`config.mk`:
```
export PLATFORM = sky130hd
export DESIGN_NAME = rnmt_fifo
export DESIGN_NICKNAME = d
export VERILOG_FILES = /design/src/rtl/core/rnmt_pkg.sv /design/src/rtl/core/rnmt_fifo.sv
export SDC_FILE = /design/constraint.sdc
export NUM_CORES = 1
export LEC_CHECK = 0
export BUFFER_PORTS_ARGS = -buffer_cell sky130_fd_sc_hd__clkbuf_2
export CAP_MARGIN = 25
export CELL_PAD_IN_SITES_DETAIL_PLACEMENT = 1
export CELL_PAD_IN_SITES_GLOBAL_PLACEMENT = 2
export CORE_ASPECT_RATIO = 0.75
export CORE_MARGIN = 1
export CORE_UTILIZATION = 50
export CTS_BUF_LIST = sky130_fd_sc_hd__clkbuf_4 sky130_fd_sc_hd__clkbuf_8
export DETAILED_ROUTE_END_ITERATION = 8
export HOLD_SLACK_MARGIN = 0.08
export MAX_ROUTING_LAYER = met4
export PLACE_DENSITY = 0.8
export SLEW_MARGIN = 20
export SYNTH_ARGS = -nofsm -noshare
export SYNTH_HDL_FRONTEND = slang
export SYNTH_SLANG_ARGS = --single-unit
```
`constraint.sdc`:
```
create_clock -name clk -period 4.5 [get_ports clk]
set_input_delay 0.225 -clock clk [delete_from_list [all_inputs] [get_ports clk]]
set_output_delay 0.225 -clock clk [all_outputs]
set_load 0.02 [all_outputs]
```
`src/rtl/core/rnmt_pkg.sv`:
```
// rnmt_pkg: shared constants, opcodes and types for the relu neuron mac/train unit
`timescale 1ns / 1ps
package rnmt_pkg;

  localparam int MAX_INPUTS = 64;
  localparam int IDX_W      = $clog2(MAX_INPUTS);
  localparam int LEN_W      = 7;
  localparam int RATE_W     = 31;
  localparam int VAL_W      = 32;
  localparam int FRAC_W     = 16;
  localparam int PROD_W     = 2 * VAL_W;
  localparam int SHP_W      = PROD_W - FRAC_W;
  localparam int ACC_W      = SHP_W + IDX_W;
  localparam int OP_W       = 3;
  localparam int IN_DATA_W  = ((IDX_W + VAL_W + 7) / 8) * 8;
  localparam int FIFO_DEPTH = 8;
  localparam int FIFO_AW    = $clog2(FIFO_DEPTH);

  localparam logic [OP_W-1:0] OP_WRITE = 3'd0;
  localparam logic [OP_W-1:0] OP_SUB   = 3'd1;
  localparam logic [OP_W-1:0] OP_ELEM  = 3'd2;
  localparam logic [OP_W-1:0] OP_DELTA = 3'd3;
  localparam logic [OP_W-1:0] OP_BIAS  = 3'd4;

  localparam logic KIND_ACT   = 1'b0;
  localparam logic KIND_DELTA = 1'b1;

  localparam logic CFG_ACTIVE = 1'b0;
  localparam logic CFG_RATE   = 1'b1;

  localparam logic [LEN_W-1:0]  ACTIVE_RESET = 7'd64;
  localparam logic [RATE_W-1:0] RATE_RESET   = 31'd65536;

  typedef struct packed {
    logic              kind;
    logic [VAL_W-1:0]  value;
  } result_t;

endpackage

```
`src/rtl/core/rnmt_fifo.sv`:
```
// rnmt_fifo: small result queue in front of the output stream
`timescale 1ns / 1ps
module rnmt_fifo (
  input  logic                      clk,
  input  logic                      rst,
  input  logic                      push,
  input  rnmt_pkg::result_t         push_data,
  output logic                      out_valid,
  input  logic                      out_ready,
  output rnmt_pkg::result_t         out_data,
  output logic [rnmt_pkg::FIFO_AW:0] level
);

  rnmt_pkg::result_t              entries [rnmt_pkg::FIFO_DEPTH];
  logic [rnmt_pkg::FIFO_AW-1:0]   wr_ptr;
  logic [rnmt_pkg::FIFO_AW-1:0]   rd_ptr;
  logic                           pop;

  assign out_valid = (level != '0);
  assign out_data  = entries[rd_ptr];
  assign pop       = out_valid && out_ready;

  always_ff @(posedge clk) begin
    if (push) begin
      entries[wr_ptr] <= push_data;
    end
  end

  always_ff @(posedge clk) begin
    if (rst) begin
      wr_ptr <= '0;
      rd_ptr <= '0;
      level  <= '0;
    end else begin
      if (push) begin
        wr_ptr <= wr_ptr + 1'b1;
      end
      if (pop) begin
        rd_ptr <= rd_ptr + 1'b1;
      end
      case ({push, pop})
        2'b10:   level <= level + 1'b1;
        2'b01:   level <= level - 1'b1;
        default: level <= level;
      endcase
    end
  end

endmodule

```
Yosys cells after proc, flatten, opt, wreduce, memory -nomap -nowiden

Memory sizes are Yosys's and may differ from the RTL's. A register that Yosys moved wholly into a read port is not among the register bits.
Index checks and enable logic that the tools add are counted.

Output and inout port bits: 38
Bits in writable memories: 264
Register bits: 10
Memories: 1
Logic and storage cells: 18
Bits of input ports: 37

Memory list:

| name    | words | width | read ports | clocked after memory_dff | wr ports | RTL line        | source |
|---|---|---|---|---|---|---|---|
| entries | 8     | 33    | 1          | 1                        | 1        | rnmt_fifo.sv:14 | `rnmt_pkg::result_t entries [rnmt_pkg::FIFO_DEPTH];` |

Reduce and logical (&&, ||, !) cells: 3
$add $sub $neg: 4
Mux-type cells: 5
Equal/unequal tests: 2

Operators by type and width:

| operator            | count |
|---|---|
| $pmux 4 s2          | 1 |
| $add 3x1->3 const B | 2 |
| $mux 3              | 2 |
| $add 4x1->4 const B | 1 |
| $reduce_bool 4->1   | 1 |
| $sub 4x1->4 const B | 1 |
| $eq 2x1->1 const B  | 1 |
| $eq 2x2->1 const B  | 1 |
| $mux 1              | 2 |
| $reduce_bool 2->1   | 1 |
| $logic_and 1x1->1   | 1 |

Logic depth before layout (Yosys ltp)

Gate-level depths: netlist (run 1).

Word-level depth: 4
Gate-level depth with buffers: 10

Worst setup path before layout (run 1)

No wires, ideal clock.

Path type: reg-to-reg
Start: register wr_ptr[0] in the netlist's numbering
End: memory entries[0][0] in the netlist's numbering, enable pin
Data required time: 4036 ps
Arrival: 2790 ps
Clock period less this slack: 3254 ps
Path buffers: 0
Slack: 1246 ps
Stages on the path, launching flop included: 3
Cell sequence: dfxtp_1 > nand2b_1 > nor3_1

RTL lines:

| item                     | RTL line        | source |
|---|---|---|
| start: declaration       | rnmt_fifo.sv:15 | `logic [rnmt_pkg::FIFO_AW-1:0] wr_ptr;` |
| start signal: assignment | rnmt_fifo.sv:36 | `wr_ptr <= wr_ptr + 1'b1;` |
| end: declaration         | rnmt_fifo.sv:14 |  |

No word-level cell before the write port.

==> results of run 1 <==
worst register-to-register path, delay by kind of cell (launching register included):
kind                     cells  cell delay [ns]
AO/OA/AOI/OAI                2             0.31
XOR/XNOR                     2             0.28
adder cells (fa/ha/maj)      2             0.45
buffers and inverters        1             0.09
flip-flops                   1             0.36
AND/OR/NAND/NOR              3             1.08
sequential cells by signal (all words and copies together), names as in the netlist, named ones only:
signal / cells
rd_ptr: 3
level: 4
wr_ptr: 3
entries: 264
metal layers:
metal  global-route usage, %  up-vias
li1                        -     2205
met1                    27.9     2639
met2                    37.2      161
met3                    4.26       35
met4                    5.67        0
met5                       -        -
power breakdown:
group	leakage, µW	switching (µW)	internal, µW
clock	0.000454	925	1130
combinational	0.00119	481	466
sequential	0.00251	88.1	2900
total	0.00415	1490	4490
cell usage in the layout (no fill, tap or decap), types with 2 or more instances in the layout:
| cell | synthesis | routed |
|---|---|---|
| nand2b_1 | 3 | 3 |
| a21oi_1 | 4 | 4 |
| clkbuf_2 | 0 | 74 |
| dfxtp_2 | 0 | 2 |
| clkinv_2 | 0 | 2 |
| mux4_1 | 6 | 6 |
| mux2i_1 | 2 | 2 |
| dfxtp_1 | 13 | 10 |
| mux2_2 | 33 | 33 |
| nor2_1 | 14 | 8 |
| nand3_1 | 2 | 2 |
| ha_1 | 5 | 5 |
| nor3_2 | 0 | 2 |
| edfxtp_1 | 264 | 264 |
| nor2_4 | 0 | 6 |
| buf_4 | 0 | 10 |
| mux4_2 | 60 | 60 |
| xor2_1 | 6 | 6 |
| buf_12 | 0 | 2 |
| o21ai_0 | 2 | 2 |
| dlygate4sd3_1 | 0 | 37 |
| clkbuf_4 | 0 | 23 |
| clkbuf_8 | 0 | 46 |
| nand2_1 | 7 | 7 |
| nor2b_1 | 2 | 2 |
| clkinv_1 | 0 | 6 |
| inv_1 | 2 | 2 |
per-stage QoR:
stage          total power (µW)  utilization, %  cell area, µm²  hold slack (ns)
3_5_place_dp               3970            55.4           11300            0.482
4_1_cts                    6050            61.3           12500            0.492
5_1_grt                    6230            61.3           12500            0.520
2_1_floorplan              3700               -           10500            0.324
6_report                   5980            61.3           12500            0.515
3_3_place_gp               3940            55.3           11300            0.456
what timing repair did:
action	in CTS	in global routing
endpoints found under the hold margin	274	0
buffers inserted	0	0
gates resized for setup	0	0
hold buffers	37	0
area by class of cell:
| class | count | area (µm²) | area share (%) |
|---|---|---|---|
| Sequential cell | 277 | 8190 | 65.4 |
| Tap cell | 282 | 353 | 2.81 |
| Clock inverter | 8 | 32.5 | 0.260 |
| Multi-Input combinational cell | 155 | 2290 | 18.2 |
| Timing Repair Buffer | 123 | 856 | 6.83 |
| Clock buffer | 69 | 806 | 6.43 |
| Inverter | 2 | 7.51 | 0.0599 |
logic make-up after synthesis:
logic type / after synthesis / synth area share [%]
DFF: 277 / 77.6
xor gates and xnor gates: 6 / 0.498
muxes: 102 / 18.1
and+or+nand+nor: 34 / 1.54
buffers and inverters: 22 / 1.21
AOI/OAI and AO/OA: 8 / 0.403
adders and majority gates: 5 / 0.593
path summary, 6_finish.rpt:
path / from / end / slack [ns] / cells past startpoint
worst min register to register: wr_ptr[0] / wr_ptr[0] / 0.51 / 2
worst min-delay path: wr_ptr[0] / wr_ptr[0] / 0.51 / 2
worst max-delay path: flip-flop / out_data[10] / 1.39 / 4
worst max register to register: level[0] / level[2] / 1.85 / 10
==> results.md, run 1 <==
- Status: finished clean
- TritonCTS clock tree: yes
- Main synth FF type: edfxtp_1
- Average size of a mapped cell: between 20 and 25 µm²
- Layout cells sized above 1: about 41%
- Final Instance Count excl. Fillers: between 900 and 1000
- Pwr per Cell Area: ~480 nW/µm²
- Number of synthesized flops with an enable pin: around 260
- Clock Latency Late Sink: about 0.53 ns
- Wire length on met2: 11100 µm
- Post-DP HPWL: between 10000 and 15000 µm
- Max-slew violations: 0
- Share of flip-flops with an asynchronous set or reset: 0%
- Netlist cell types: 28
- Cell chain of the critical path: buf_4 > mux4_2 > mux2_2 > clkbuf_2
- Vias in the first global route: 5728
- Setup crit end kind: primary output
- Initial Util: about half
- Final setup viols: 0
- DRT Pass-1 Iters: 5
- Post-synth net total: 496
- Post-synth top area share: ~75%
- Ant diodes: 0
- Die area: between 20000 and 25000 µm²
- Clock root cell: clkbuf_8
- Crit path max-delay family: flip-flops
- Startpoint types: flip-flop
- DR WL/cell: between 20 and 25 µm
- Antenna violations before repair: 0
- H-tree levels: 2
- Synth area leader: edfxtp_1
- GP Congestion: 0.685
- Height of the chip: roughly 130 µm
- DR DRC count: 0
- Routed wire length: between 20000 and 25000 µm
- Crit path DAT: 2.89 ns
- Peak Freq: around 320 MHz
- Vias post-DR: 5040
- Crit-path slowest cell: dfxtp_4
- IR Drop Worst-Case VDD: ~280 µV
- RSZ-0062 raised after global routing: no
- Top cells by count, synth: edfxtp_1, mux4_2, mux2_2
- Req. time, crit path: between 4 and 5 ns
- Sequential-to-total area share from yosys stat: between 70% and 80%
- Worst slack, placed: around 1.9 ns
- Total clock sinks: ~280
- Max transition margin: 33.2%
- Final worst path period share: 69.2%
- Syn. warnings: 0
- Num CTS Buffers: 42
- First-pass GRT wire length: roughly 34000 µm
- GR Overflow Total: 0
- Fill cells: ~1700
- Core outline area: between 20000 and 25000 µm²
- Type of the worst setup path: flip-flop to primary output
- Final Net Count: ~640
- # port buffers: 74
- Setup_tns: 0 ns
- Synth Instances: around 450
- Vias per inst: about 5.5
- Largest net degree at the start of global routing: 67
- Least-Margin Pin Slew: 1.00 ns
- Highest metal used: met4
- Critical Path Max Stage Delay: approximately 0.9 ns
- MaxCap Viol Count: 0
- Total GRT Usage: ~22%
- Flops & latches, synth: between 200 and 300
- Area Overhead vs Synth: 18.8%
- Top post-synthesis cells by area: edfxtp_1, mux4_2, mux2_2, dfxtp_1, mux4_1
- Final ANT Viol Nets: 0
- HP Class: flip-flop to flip-flop
- Die width: 170 µm
- IO Pins: 75
- DR iter-0 viols: around 440
- Worst-path clk slew: 0.06 ns
- P_leak: a little over 0.004 µW
- Hold Vio Cnt, Final: 0
- # rows: 45
- M1 wire length: between 9000 and 10000 µm
- Mapped cell area: approximately 11000 µm²
- Final clock skew: approximately 0.011 ns
- WL met3: 1260 µm
- CP bufs+invs: 2
- Count leader, synth: edfxtp_1
- DP Cell Count: 802
- CP Max Fanout: 42
- Tmin final: 3.11 ns
- Setup ws final: approximately 1.4 ns
- Deepest clock path buffer count: 3
(Power assumes the default switching activity.)
==> run 2: changes to the inputs <==
--- a/config.mk
+++ b/config.mk
@@ -11,12 +11,12 @@
 export CELL_PAD_IN_SITES_GLOBAL_PLACEMENT = 2
 export CORE_ASPECT_RATIO = 0.75
 export CORE_MARGIN = 1
-export CORE_UTILIZATION = 50
+export CORE_UTILIZATION = 45
 export CTS_BUF_LIST = sky130_fd_sc_hd__clkbuf_4 sky130_fd_sc_hd__clkbuf_8
 export DETAILED_ROUTE_END_ITERATION = 8
 export HOLD_SLACK_MARGIN = 0.08
 export MAX_ROUTING_LAYER = met4
-export PLACE_DENSITY = 0.8
+export PLACE_DENSITY = 0.76
 export SLEW_MARGIN = 20
 export SYNTH_ARGS = -nofsm -noshare
 export SYNTH_HDL_FRONTEND = slang
==> constraint.sdc (replaced) <==
create_clock -name clk -period 2.78 [get_ports clk]
set_input_delay 0.139 -clock clk [delete_from_list [all_inputs] [get_ports clk]]
set_output_delay 0.139 -clock clk [all_outputs]
set_load 0.02 [all_outputs]
==> results.md, run 2 (synthesized netlist as in run 1, its figures left out) <==
- Max transition margin: 56.4% (+23 points)
- Leading cell type in the layout, fill and taps excluded: edfxtp_1
- # port buffers: 74 (unchanged)
- Status: finished clean
- Regs by FF count: entries: 264 flops, level: 4 flops
- Peak Freq: slightly below 400 MHz
- IR Drop Worst-Case VDD: 491 µV (+74%)
- Final setup viols: 0 (unchanged)
- Register area: 8200 µm² (about the same)
- Vias post-DR: 5039 (-0.020%)
- Net Switching: 2400 µW (+61%)
- Area occupied by multi-input gates: 2300 µm² (+0.71%)
- CP bufs+invs: 1 (-1)
- DRT Pass-1 Iters: 4 (-1)
- Area Overhead vs Synth: 19.9%
- Layout cells sized above 1: 42.0% (+0.82 points)
- Critical Path Max Stage Delay: 0.55 ns (-0.33 ns)
- Reg-to-reg startpoint: level[0]
- Worst-path clk slew: 0.06 ns (about the same)
- Vias per inst: 5.34 (-3.0%)
- Stages on the worst setup path: 10 (+6)
- Post-DP HPWL: 12100 µm (-1.4%)
- Internal: 7200 µW (+60%)
- Most frequent cells in the layout: edfxtp_1, clkbuf_2, mux4_2, clkbuf_8, dlygate4sd3_1
- TritonCTS clock tree: yes
- First-pass GRT wire length: 32300 µm (-3.8%)
- Part of the power in registers: 50.1% (+0.2 points)
- Fill cells: 2032 (+16%)
- WHS Path Cells: 2 (unchanged)
- Largest net degree at the start of global routing: 34 (-49%)
- Tmin final: between 2 and 3 ns
- Hold Crit Start: push_data[30]
- CP Max Fanout: 6 (-86%)
- Startpoint types: flip-flop
- RSZ-0062 raised after global routing: no
- Pwr per Cell Area: 759 nW/µm² (+59%)
- Final worst path period share: around nine tenths
- Cell chain of the critical path: or4_4 > nand2_1 > inv_1 > ha_1 > xor2_1 > ha_1 > a21oi_1 > xor2_1 > or3_1 > a21oi_1
- Req. time, crit path: 3.23 ns (-1.05 ns)
- Final ANT Viol Nets: 0 (unchanged)
- Routed wire length: 21100 µm (-3.6%)
- Crit path launch: level[0]
- R2R depth: 10 (unchanged)
- Crit path DAT: 3.00 ns (+0.11 ns)
- Clock Latency Late Sink: 0.54 ns (about the same)
- Setup_tns: 0 ns (unchanged)
- H-tree levels: 2 (unchanged)
- MaxCap Viol Count: 0 (unchanged)
- Max FFs per register: 264 (unchanged)
- Clock root cell: clkbuf_8
- Height of the chip: 135 µm (+5.3%)
- Least-Margin Pin Slew: 0.653 ns (-0.349 ns)
- HP Class: primary input to flip-flop
- DR DRC count: 0 (unchanged)
- Logic pwr share: 16.9% (+1.1 points)
- Hold Vio Cnt, Final: 0 (unchanged)
- Final clock skew: 0.0272 ns (+0.0161 ns)
- Final Net Count: 654 (+1.7%)
- Type of the worst setup path: flip-flop to flip-flop
- Max-slew violations: 0 (unchanged)
- # rows: 48 (+6.7%)
- Deepest clock path buffer count: 3 (unchanged)
- Initial Util: 45.9% (-5.8 points)
- Setup crit end kind: flip-flop
- Die width: 179 µm (+5.3%)
- Num CTS Buffers: 42 (unchanged)
- Clock share of power: 33.0% (-1.3 points)
- Most flops, register: entries
- P_leak: 0.00419 µW (+0.82%)
- Crit path max-delay family: simple AND/OR/NAND/NOR gates
- GP Congestion: 0.748 (+9.3%)
- Total clock sinks: 277 (unchanged)
- DR iter-0 viols: 255 (-43%)
- Switching share of power: 25.0% (+0.034 points)
- Antenna violations before repair: 1 (+1)
- GR Overflow Total: 0 (unchanged)
- DR WL/cell: 22.3 µm (-6.4%)
- Total chip power: 9600 µW (+60%)
- Core outline area: 23000 µm² (+13%)
- Total GRT Usage: 19.0% (-3.1 points)
- Vias in the first global route: 5504 (-3.9%)
- Crit-path slowest cell: or4_4
- IO Pins: 75 (unchanged)
- Die area: 24100 µm² (+11%)
## run 2: cell count changes in the layout (fill, tap and decap cells not counted), moves of 2 or more
| cell | delta |
|---|---|
| buf_4 | +9 |
| clkbuf_4 | -5 |
| clkinv_2 | +3 |
| clkbuf_8 | -2 |
| nor3_2 | -2 |
| nor3_4 | +2 |
## run 2: final cells by class
type	instances	area share, %
Sequential cell	277	64.8
Multi-Input combinational cell	155	18.2
Timing Repair Buffer	134	7.58
Tap cell	300	2.97
Clock inverter	13	0.465
Antenna cell	1	0.0198
Clock buffer	62	5.86
Inverter	2	0.0594
## run 2: final timing paths
kind	slack, ns	endpoint
setup / recovery	0.23	level[2]
hold / removal	0.42	entries[1][30]
setup reg to reg	0.23	level[2]
hold reg to reg	0.52	wr_ptr[0]
## run 2: repair_timing
item / 4_1_cts / 5_1_grt
gates resized for setup: 0 / 1
endpoints found under the setup margin: 1 / 1
endpoints found under the hold margin: 277 / 0
setup buffers: 1 / 0
hold buffers: 37 / 0
## run 2: routing by layer
layer  share of wire, %  wire length, µm  global-route usage, %  vias up
li1                   -                -                      -     2232
met5                  0                0                      -        -
met4                1.4              286                   4.90        0
met2                 48            10100                   29.3      130
met3                4.6              974                   3.74       28
met1                 46             9780                   26.0     2649
## run 2: power groups by stage
stage	logic, µW	registers (µW)	clock network (µW)
2_1_floorplan	1150	4840	0
3_3_place_gp	1520	4910	0
5_1_grt	1750	4830	3430
6_report	1620	4810	3170
4_1_cts	1650	4810	3280
3_5_place_dp	1550	4920	0
## run 2: through the flow
stage | instance area (µm²) | util (%) | std cells | setup slack (ns) | hold WS, ns
3_5_place_dp | 11500 | 49.8 | 830 | 0.207 | 0.425
3_3_place_gp | 11500 | 49.8 | 830 | 0.281 | 0.403
4_1_cts | 12600 | 54.9 | 943 | 0.152 | 0.390
5_1_grt | 12600 | 55.0 | 944 | 0.0177 | 0.404
2_1_floorplan | 10600 | - | 454 | 0.140 | 0.238
6_report | 12600 | 55.0 | 944 | 0.232 | 0.419
